==> src/rtl/spq_pkg.sv <==
// Shared types and constants for the strict priority ECN queue.
// No dependencies.
`default_nettype none
package spq_pkg;
  localparam int CFG_W = 16;
  localparam int CFG_IDX_W = 3;

  typedef enum logic [2:0] {
    ST_ENQ        = 3'd0,
    ST_DROP_LIMIT = 3'd1,
    ST_DROP_FULL  = 3'd2,
    ST_DEQ        = 3'd3,
    ST_EMPTY      = 3'd4
  } status_t;

  typedef enum logic [2:0] {
    REG_QUEUES = 3'd0,
    REG_LIMIT  = 3'd1,
    REG_MEAN   = 3'd2,
    REG_THRESH = 3'd3,
    REG_RMAX   = 3'd4,
    REG_PMAX   = 3'd5,
    REG_MODE   = 3'd6
  } reg_idx_t;

  typedef enum logic [1:0] {
    MODE_OFF   = 2'd0,
    MODE_QUEUE = 2'd1,
    MODE_PORT  = 2'd2,
    MODE_RED   = 2'd3
  } mark_mode_t;

  // Classified command handed from the front part to the back part.
  typedef struct packed {
    logic        deq;
    logic [3:0]  prio;
    logic [15:0] bytes;
    logic [31:0] tag;
    logic        ect;
    logic        ce;
    logic [15:0] rnd;
  } cmd_t;
endpackage
`default_nettype wire

==> src/rtl/spq_front.sv <==
// Front part: latches commands and holds them in a two-entry queue.
// Depends on spq_pkg.
`default_nettype none
module spq_front (
  input  wire                 clk,
  input  wire                 rst,
  input  wire                 start,
  input  wire                 cmd,
  input  wire [3:0]           class_prio,
  input  wire [15:0]          packet_bytes,
  input  wire [15:0]          packet_tag,
  input  wire                 ecn_capable,
  input  wire                 ce_in,
  input  wire [15:0]          random_q16,
  input  wire                 pop,
  output logic                busy,
  output logic                avail,
  output spq_pkg::cmd_t       head
);
  import spq_pkg::*;

  cmd_t fifo [2];
  logic wp, rp;
  logic [1:0] cnt;
  logic push;
  cmd_t c;

  always_comb begin
    c = '0;
    c.deq = cmd;
    c.prio = class_prio;
    c.bytes = packet_bytes;
    c.tag = 32'(packet_tag);
    c.ect = ecn_capable;
    c.ce = ce_in;
    c.rnd = random_q16;
  end

  assign busy = (cnt == 2'd2);
  assign push = start && !busy;
  assign avail = (cnt != 2'd0);
  assign head = fifo[rp];

  always_ff @(posedge clk) begin
    if (push) begin
      fifo[wp] <= c;
    end
    if (rst) begin
      wp <= 1'b0;
      rp <= 1'b0;
      cnt <= 2'd0;
    end else begin
      if (push) wp <= ~wp;
      if (pop) rp <= ~rp;
      cnt <= cnt + {1'b0, push} - {1'b0, pop};
    end
  end
endmodule
`default_nettype wire

==> config.mk <==
export PLATFORM = sky130hd
export DESIGN_NAME = spq_front
export DESIGN_NICKNAME = d
export VERILOG_FILES = /design/src/rtl/spq_pkg.sv /design/src/rtl/spq_front.sv
export SDC_FILE = /design/constraint.sdc
export NUM_CORES = 1
export LEC_CHECK = 0
export BUFFER_PORTS_ARGS = -buffer_cell sky130_fd_sc_hd__buf_2
export CAP_MARGIN = 15
export CORE_MARGIN = 2
export CORE_UTILIZATION = 55
export DETAILED_ROUTE_END_ITERATION = 6
export PLACE_DENSITY = 0.85
export REMOVE_ABC_BUFFERS = 1
export SETUP_SLACK_MARGIN = 0.4
export SLEW_MARGIN = 10
export SYNTH_ARGS = -nofsm -noshare
export SYNTH_HDL_FRONTEND = slang
export SYNTH_SLANG_ARGS = --single-unit
==> constraint.sdc <==
create_clock -name clk -period 4.9 [get_ports clk]
set_clock_uncertainty 0.15 [all_clocks]
set_input_delay 0.245 -clock clk [delete_from_list [all_inputs] [get_ports clk]]
set_output_delay 0.245 -clock clk [all_outputs]
set_load 0.01 [all_outputs]
==> metrics.txt, run 1 <==
status=finished clean; Post-synth top flop=edfxtp_1; num rows=32; layout cells sized above 1=0.498; floorplan core area=just under 8000 sq um; Area contributors post-synth=edfxtp_1 76%, mux2_2 14%, buf_4 2.9%; Worst setup SP type=flip-flop; Final Non-Filler Cells=between 500 and 600; CTS tree=built; Final nets=462; Setup Crit Path Kind=flip-flop to primary output; CTS clk-pin slew, worst paths=~0.05 ns; crit path time final=2.45 ns; PwrDens=471 nW/um^2; DIE HEIGHT=92.8 um; Synth top cells by count=110 x edfxtp_1, 55 x mux2_2, 17 x buf_4; Cells after Synth=213; die width=92.8 um; Synth top area share=0.762; adder-cell share of the synthesized area=0.00577; area grow syn2layout=40.2%; CTS buffer count=17; Hold Crit Class=primary input to flip-flop; Final Hold Viols=0; drt drc=0; Initial Util=0.564; Final Slew Violations=0; Total GRT Usage=0.206; crit path capture type=primary output; Final period util=0.500; Max-Cap Viols=0; vias per cell=between 4 and 5; Post-DP HPWL=around 4.5 mm; # IOs=132; syn_area_per_cell=20.4 sq um; total clock sinks=115; top-count cell post-synth=edfxtp_1; required time worst endpoint=4.51 ns; clock buffer depth=2; Placer Congestion=0.685; Buffers on Ports=115; die area=8610 sq um; first-pass GRT wire length=12.9 mm; Worst EP arrival=2.05 ns; DP Worst Slack=2.57 ns; gr ovfl total=0; CP Max Fanout=49; post-synth top area cell=edfxtp_1; Worst-Skew Late Latency=0.49 ns; via count=approximately 2500; Worst VDD drop=0.447 mV; vias in the first global route=2647; worst-path cell chain=buf_4, mux2_2, buf_2; setup_tns=0 ns; diodes inserted=0; DRT antenna net count=0; Distinct cells, synth=20; H-Tree Depth=4; CP max-delay cell=buf_4; Max stage delay on crit path=between 0.5 and 0.6 ns; root buffer cell=clkbuf_8; wire per inst=16.7 um; fraction of registers with async set/reset=0; fillers=434; post-synthesis compound-gate area fraction=0.00231; Post-Route WL=between 8 and 9 mm; Core Util, Final=0.791; largest family of logic cells by synthesized area=multiplexers; worst slew pin tran=0.974 ns; final setup vio count=0; post-synthesis xor/xnor area fraction=0.00606; antenna violations before repair=0; TritonRoute pass-1 iters=4; Lkg Pwr=0.00238 uW; dpl cells=roughly 430; initial DRC count=85; Slew headroom=0.351; Synth Register Bits=115; unrepaired setup endpoints after global routing=false; largest net degree at the start of global routing=56; setup ws final=between 2 and 2.5 ns; post-synthesis mux area share=0.143; Simple-Gate Fraction of Synth Area=0.0115; Post-synth EDFFs=110; Ys Warns=0; Cell Area, Synth=4340 sq um; Hold Worst Slack=around 0.33 ns; sequential fraction of the synthesis area=0.785; Max Fclk=408 MHz
==> logic make-up (layout without fill, tap and decap cells) <==
| family | after synthesis | in the layout |
|---|---|---|
| buffers and inverters | 26 | 210 |
| adders and majority gates | 2 | 2 |
| DFF | 115 | 115 |
| AOI/OAI and AO/OA | 2 | 2 |
| and+or+nand+nor | 9 | 9 |
| other | 1 | 16 |
| muxes | 55 | 55 |
| xor gates and xnor gates | 3 | 3 |
==> where the power goes <==
part	leakage (uW)	switching (uW)	internal, uW
Clock	0.000271	393	760
Sequential	0.00107	36.8	1240
Combinational	0.00105	237	202
Total	0.00238	667	2200
==> cell type report <==
class	instances	area (sq um)	share of cell area
clock inverters	12	141	0.0233
flip-flops and latches	115	3400	0.560
multi-input cells	87	791	0.130
inverters	4	16.3	0.00268
repair buffers	176	1180	0.194
clock buffers	18	418	0.0687
well taps	102	128	0.0210
==> layer usage <==
metal / up-vias / GRT usage / wire length, um
met5: - / 0 / 0
met4: 0 / 0.0748 / 82
met3: 9 / 0.0553 / 461
met2: 97 / 0.391 / 4870
met1: 1229 / 0.216 / 3190
li1: 1163 / - / -
==> worst max-delay path, delay by kind of cell (launching register included) <==
family / cells / cell delay (ns)
buffers and inverters: 2 / 0.70
DFF: 1 / 0.42
muxes: 1 / 0.41
==> final timing paths <==
check | start | slack (ns) | endpoint | cells past startpoint
worst max-delay path | flip-flop | 2.45 | head[16] | 3
worst max register to register | cnt[0] | 2.61 | fifo[0][37] | 4
worst min register to register | rp | 0.39 | rp | 2
worst min-delay path | random_q16[4] | 0.33 | fifo[0][4] | 2
==> registers in the layout (all words and copies together) (netlist names), named ones only <==
signal,count
fifo,110
cnt,2
rp,1
wp,1
==> cell usage in the layout, fill, tap and decap left out, drive strengths merged, types with 2 or more instances in the layout <==
cell type	synthesis	final
mux2	55	55
clkbuf	0	18
ha	2	2
dfxtp	5	5
xnor2	2	2
clkinv	0	8
nor2	3	3
clkinvlp	0	2
conb	1	16
buf	22	117
dlygate4sd3	0	59
edfxtp	110	110
inv	4	3
bufinv	0	3
==> stage by stage <==
stage,total power (uW),cell area (sq um)
6_report,2870,6080
3_3_place_gp,1660,4930
4_1_cts,2870,6080
3_5_place_dp,1680,4930
2_1_floorplan,1520,4210
5_1_grt,2970,6080
==> timing repair <==
| item | in CTS | in global routing |
|---|---|---|
| setup buffers | 0 | 0 |
| hold buffers | 59 | 0 |
| gates resized for setup | 0 | 0 |
| hold endpoints to repair | 115 | 0 |
(Power assumes the default switching activity.)
==> run 2, diff against run 1 <==
ABC_AREA = 1   (was not set)
CORE_UTILIZATION = 46   (was 55)
PLACE_DENSITY = 0.75   (was 0.85)
clock period = 2.13 ns   (was 4.9 ns; I/O delays follow)
==> run 2 against run 1 <==
Sequential share of layout area decreased by 6.6 points; design area is 13% higher; clock power is 150% higher; final cell count is 11% higher; register-to-register slack lost 2.1 ns; largest power group is now the clock network; non-clock buffer count is 14 higher; total power increased by 140%; flip-flop and latch count stayed put; global-route usage down 4.6 points; sequential power up 120%; clock-buffer cell count shrank 1; utilization decreased by 8.2 points.
==> metrics.txt, run 2 <==
reg2reg path depth=11; Final period util=0.875; commonest cells after routing, fill and taps aside=110 x edfxtp_1, 79 x buf_2, 59 x dlygate4sd3_1; floorplan core area=9730 sq um; Total GRT Usage=0.160; root buffer cell=clkbuf_8; PwrDens=between 900 and 1000 nW/um^2; initial DRC count=85; top-count cell post-synth=edfxtp_1; unrepaired setup endpoints after global routing=true; status=finished clean; num rows=36; fin area=about 6900 sq um; WHS Path Cells=2; fraction of registers with async set/reset=0; largest net degree at the start of global routing=41; register-to-register setup slack=~0.52 ns; Worst-Skew Late Latency=0.48 ns; DIE HEIGHT=104 um; hold path start=packet_bytes[0]; Setup Crit Path Kind=flip-flop to primary output; Final Slew Violations=0; RR Startpoint=cnt[0]; crit path capture type=primary output; area grow syn2layout=50.6%; Worst EP arrival=1.61 ns; required time worst endpoint=1.87 ns; antenna violations before repair=1; wire per inst=16.3 um; Reg-to-Reg End=cnt[1]; vias in the first global route=approximately 2700; Post-Route WL=9.32 mm; sequential fraction of the synthesis area=0.743; die area=10800 sq um; gr ovfl total=0; vias per cell=4.53; final setup vio count=0; Core Util, Final=0.708; via count=2580; DRT antenna net count=0; biggest regs=fifo: 110 flops, cnt: 2 flops; Buffers on Ports=115; area of placed instances=~5200 sq um; Synth top area share=0.722; Final nets=484; # IOs=132; first-pass GRT wire length=~13 mm; die width=104 um; Post-synth top flop=edfxtp_1; drt drc=0; Hold Crit Class=primary input to flip-flop; Max-Cap Viols=0; Cell Area, Synth=4580 sq um; WHS Endpoint=fifo[1][34]; Pwr Total=6740 uW; post-synth top area cell=edfxtp_1; Distinct cells, synth=15; Ys Warns=0; clock buffer depth=2; Final Non-Filler Cells=570; Synth top cells by count=110 x edfxtp_1, 50 x mux2_4, 16 x buf_4; Placer Congestion=~0.66; TritonRoute pass-1 iters=5; Post-synth EDFFs=110; Worst setup SP type=flip-flop; layout cells sized above 1=0.518; Worst VDD drop=around 0.73 mV; H-Tree Depth=4; CTS tree=built; Max Fclk=roughly 540 MHz; CTS clk-pin slew, worst paths=~0.06 ns; Initial Util=0.471; Area contributors post-synth=edfxtp_1 72%, mux2_4 16%, buf_4 2.6%; CP Max Fanout=9; Largest register FFs=110; Synth Register Bits=around 120; Lkg Pwr=0.00282 uW; syn_area_per_cell=20.7 sq um; Final Hold Viols=0; dpl cells=468; commonest non-fill, non-tap cell in the layout=edfxtp_1; Post-DP HPWL=4.98 mm; crit path time final=1.86 ns; Cells after Synth=roughly 220; Largest Register=fifo; CTS buffer count=17; total clock sinks=115
[run 2: changes by cell type after synthesis, sizes merged, moves of 2 or more]
cell | before | now
nor2 | 3 | 6
nand3 | 0 | 2
nand2 | 1 | 7
inv | 4 | 8
[run 2: power by group]
group / leakage [uW] / switching [uW] / internal, uW
Sequential: 0.00107 / 56.7 / 2710
Combinational: 0.00146 / 485 / 643
Clock: 0.000293 / 1030 / 1820
[run 2: worst max path at each step]
stage,endpoint,start,slack (ns)
5_1_grt,head[1],flip-flop,0.19
3_3_place_gp,cnt[1],cnt[0],0.53
4_1_cts,head[70],flip-flop,0.21
2_1_floorplan,fifo[0][0],cnt[0],-1.33
6_report,head[1],flip-flop,0.27
3_5_place_dp,cnt[1],cnt[0],0.41
[run 2: layout make-up]
cell class | count | area (sq um)
flip-flops and latches | 115 | 3410
clock buffers | 17 | 414
diodes | 1 | 2.50
clock inverters | 15 | 195
fillers | 635 | 2840
multi-input cells | 91 | 993
well taps | 133 | 166
repair buffers | 190 | 1680
inverters | 8 | 30.0
[run 2: what timing repair did]
action | 4_1_cts | 5_1_grt
buffers inserted | 0 | 4
gates cloned | 1 | 5
hold buffers | 59 | 0
hold endpoints to repair | 115 | 0
setup endpoints to repair | 56 | 56
resized for setup | 6 | 47
[run 2: metrics by stage]
stage | hold slack, ns | setup slack [ns] | TNS [ns]
CTS | 0.160 | 0.213 | 0
global placement | 0.143 | 0.529 | 0
global route | 0.160 | 0.192 | 0
finish | 0.194 | 0.267 | 0
detailed placement | 0.148 | 0.410 | 0
floorplan | 0.0277 | -1.33 | -113.65
[run 2: worst max-delay path, stage by stage, from the launching register on]
cell,delay [ns]
dfxtp_4,0.38
buf_6,0.13
buf_16,0.14
mux2_2,0.33
buf_2,0.14
[run 2: cell families after synthesis]
group	count (synthesis)	synth area share
and+or+nand+nor	15	0.0128
adders and majority gates	2	0.00547
other	1	0.000819
AOI/OAI and AO/OA	2	0.00219
muxes	55	0.176
buffers and inverters	30	0.0571
xor gates and xnor gates	1	0.00191
DFF	115	0.743
[run 2: per-layer routing]
layer	global-route usage	wire length [um]	vias to the layer above
met2	0.281	5010	97
met1	0.178	3740	1257
li1	-	-	1216
met5	0	0	-
met4	0.0541	112	0
met3	0.0598	459	10
==> run 3, diff against run 2 <==
ABC_AREA = not set   (was 1)
CORE_MARGIN = 8   (was 2)
PLACE_DENSITY = 0.76   (was 0.75)
==> run 3 against run 2 <==
Flip-flop and latch count unchanged; sequential power increased by 6%; die area increased by 19%; worst hold slack got worse by 0.012 ns; final cell count decreased by 6.5%; fmax increased by 0.44%; total power decreased by 2.7%; combinational power increased by 7%; critical path type unchanged; routed wire length decreased by 2.2%.
==> metrics.txt, run 3 (synthesis gave the netlist of run 1 again) <==
status=finished clean; commonest non-fill, non-tap cell in the layout=buf_2; area grow syn2layout=44.7%; total clock sinks=115; drt drc=0; Lkg Pwr=0.00246 uW; layout cells sized above 1=0.531; clock buffer depth=2; Worst EP arrival=1.60 ns; crit path capture type=primary output; Hold Crit Class=primary input to flip-flop; initial DRC count=76; vias in the first global route=2768; hold path start=ecn_capable; antenna violations before repair=0; num rows=35; commonest cells after routing, fill and taps aside=115 x buf_2, 110 x edfxtp_1, 58 x dlygate4sd3_1; Max stage delay on crit path=0.42 ns; worst-path cell chain=clkbuf_16, mux2_2, buf_2; fillers=619; Final Non-Filler Cells=533; Total GRT Usage=0.143; die area=12800 sq um; TritonRoute pass-1 iters=4; Largest register FFs=110; # IOs=~130; CTS clk-pin slew, worst paths=0.05 ns; DRT antenna net count=0; wire per inst=17.1 um; required time worst endpoint=1.87 ns; dpl cells=between 400 and 500; floorplan core area=9200 sq um; area of placed instances=4970 sq um; vias per cell=4.68; Placer Congestion=0.652; Final Hold Viols=0; Final period util=0.871; CTS buffer count=17; Max-Cap Viols=0; Core Util, Final=0.683; die width=~110 um; Worst-Skew Late Latency=between 0.4 and 0.5 ns; RR Startpoint=cnt[0]; DIE HEIGHT=113 um; Max Fclk=between 500 and 600 MHz; CTS tree=built; Buffers on Ports=roughly 120; Setup Crit Path Kind=flip-flop to primary output; PwrDens=between 1000 and 1500 nW/um^2; Final nets=471; root buffer cell=clkbuf_8; setup_tns=0 ns; Worst setup SP type=flip-flop; via count=2496; diodes inserted=0; Post-Route WL=around 9.1 mm; Initial Util=0.472; first-pass GRT wire length=14.0 mm; Worst VDD drop=about 0.67 mV; Largest Register=fifo; final setup vio count=0; largest net degree at the start of global routing=30; H-Tree Depth=4; Post-DP HPWL=about 5.5 mm; Final Slew Violations=0; unrepaired setup endpoints after global routing=true; CP Max Fanout=13; biggest regs=fifo: 110 flops, cnt: 2 flops; crit path time final=1.86 ns; gr ovfl total=0; CP max-delay cell=dfxtp_4; fin area=roughly 6300 sq um
run 3: critical path, delay by kind of cell (launching register included):
family / cells / cell delay, ns
flip-flops: 1 / 0.42
multiplexers: 1 / 0.34
buffers and inverters: 2 / 0.35
run 3: worst paths after layout:
| kind | endpoint | slack [ns] | depth (start not counted) |
|---|---|---|---|
| worst max-delay path | head[69] | 0.27 | 3 |
| worst min-delay path | fifo[0][17] | 0.18 | 2 |
| worst max register to register | fifo[0][14] | 0.45 | 6 |
| worst min register to register | wp | 0.37 | 2 |
run 3: layer usage:
metal / global-route usage / share of wire / vias to the layer above
met1: 0.149 / 0.39 / 1208
met3: 0.0602 / 0.068 / 10
met5: 0 / 0 / -
met2: 0.251 / 0.54 / 90
li1: - / - / 1188
met4: 0.0533 / 0.010 / 0
run 3: area by class of cell:
| cell class | count | area, sq um | share of cell area |
|---|---|---|---|
| Inverter | 4 | 17.5 | 0.00279 |
| Multi-Input combinational cell | 87 | 836 | 0.133 |
| Timing Repair Buffer | 185 | 1360 | 0.216 |
| Tap cell | 111 | 139 | 0.0221 |
| Sequential cell | 115 | 3410 | 0.544 |
| Clock buffer | 19 | 422 | 0.0672 |
| Clock inverter | 12 | 92.6 | 0.0147 |
run 3: per-stage QoR:
step	total power [uW]	setup WS (ns)	hold WS, ns
after floorplan	3490	-0.339	0.0256
after global placement	3880	0.435	0.145
after detailed placement	3920	0.350	0.148
after CTS	6540	0.255	0.157
after global routing	6840	0.201	0.153
final	6550	0.275	0.182
run 3: repair_timing:
item,CTS,global route
setup buffers,2,1
hold buffers,58,0
resized for setup,9,12
endpoints found under the hold margin,115,0
gates cloned,2,2
endpoints found under the setup margin,110,83
pin swaps,0,3
run 3: where the power goes:
group	total, uW	switching (uW)	internal [uW]
combinational	1210	595	611
clock	2420	908	1510
sequential	2920	84.7	2840
total	6550	1590	4970
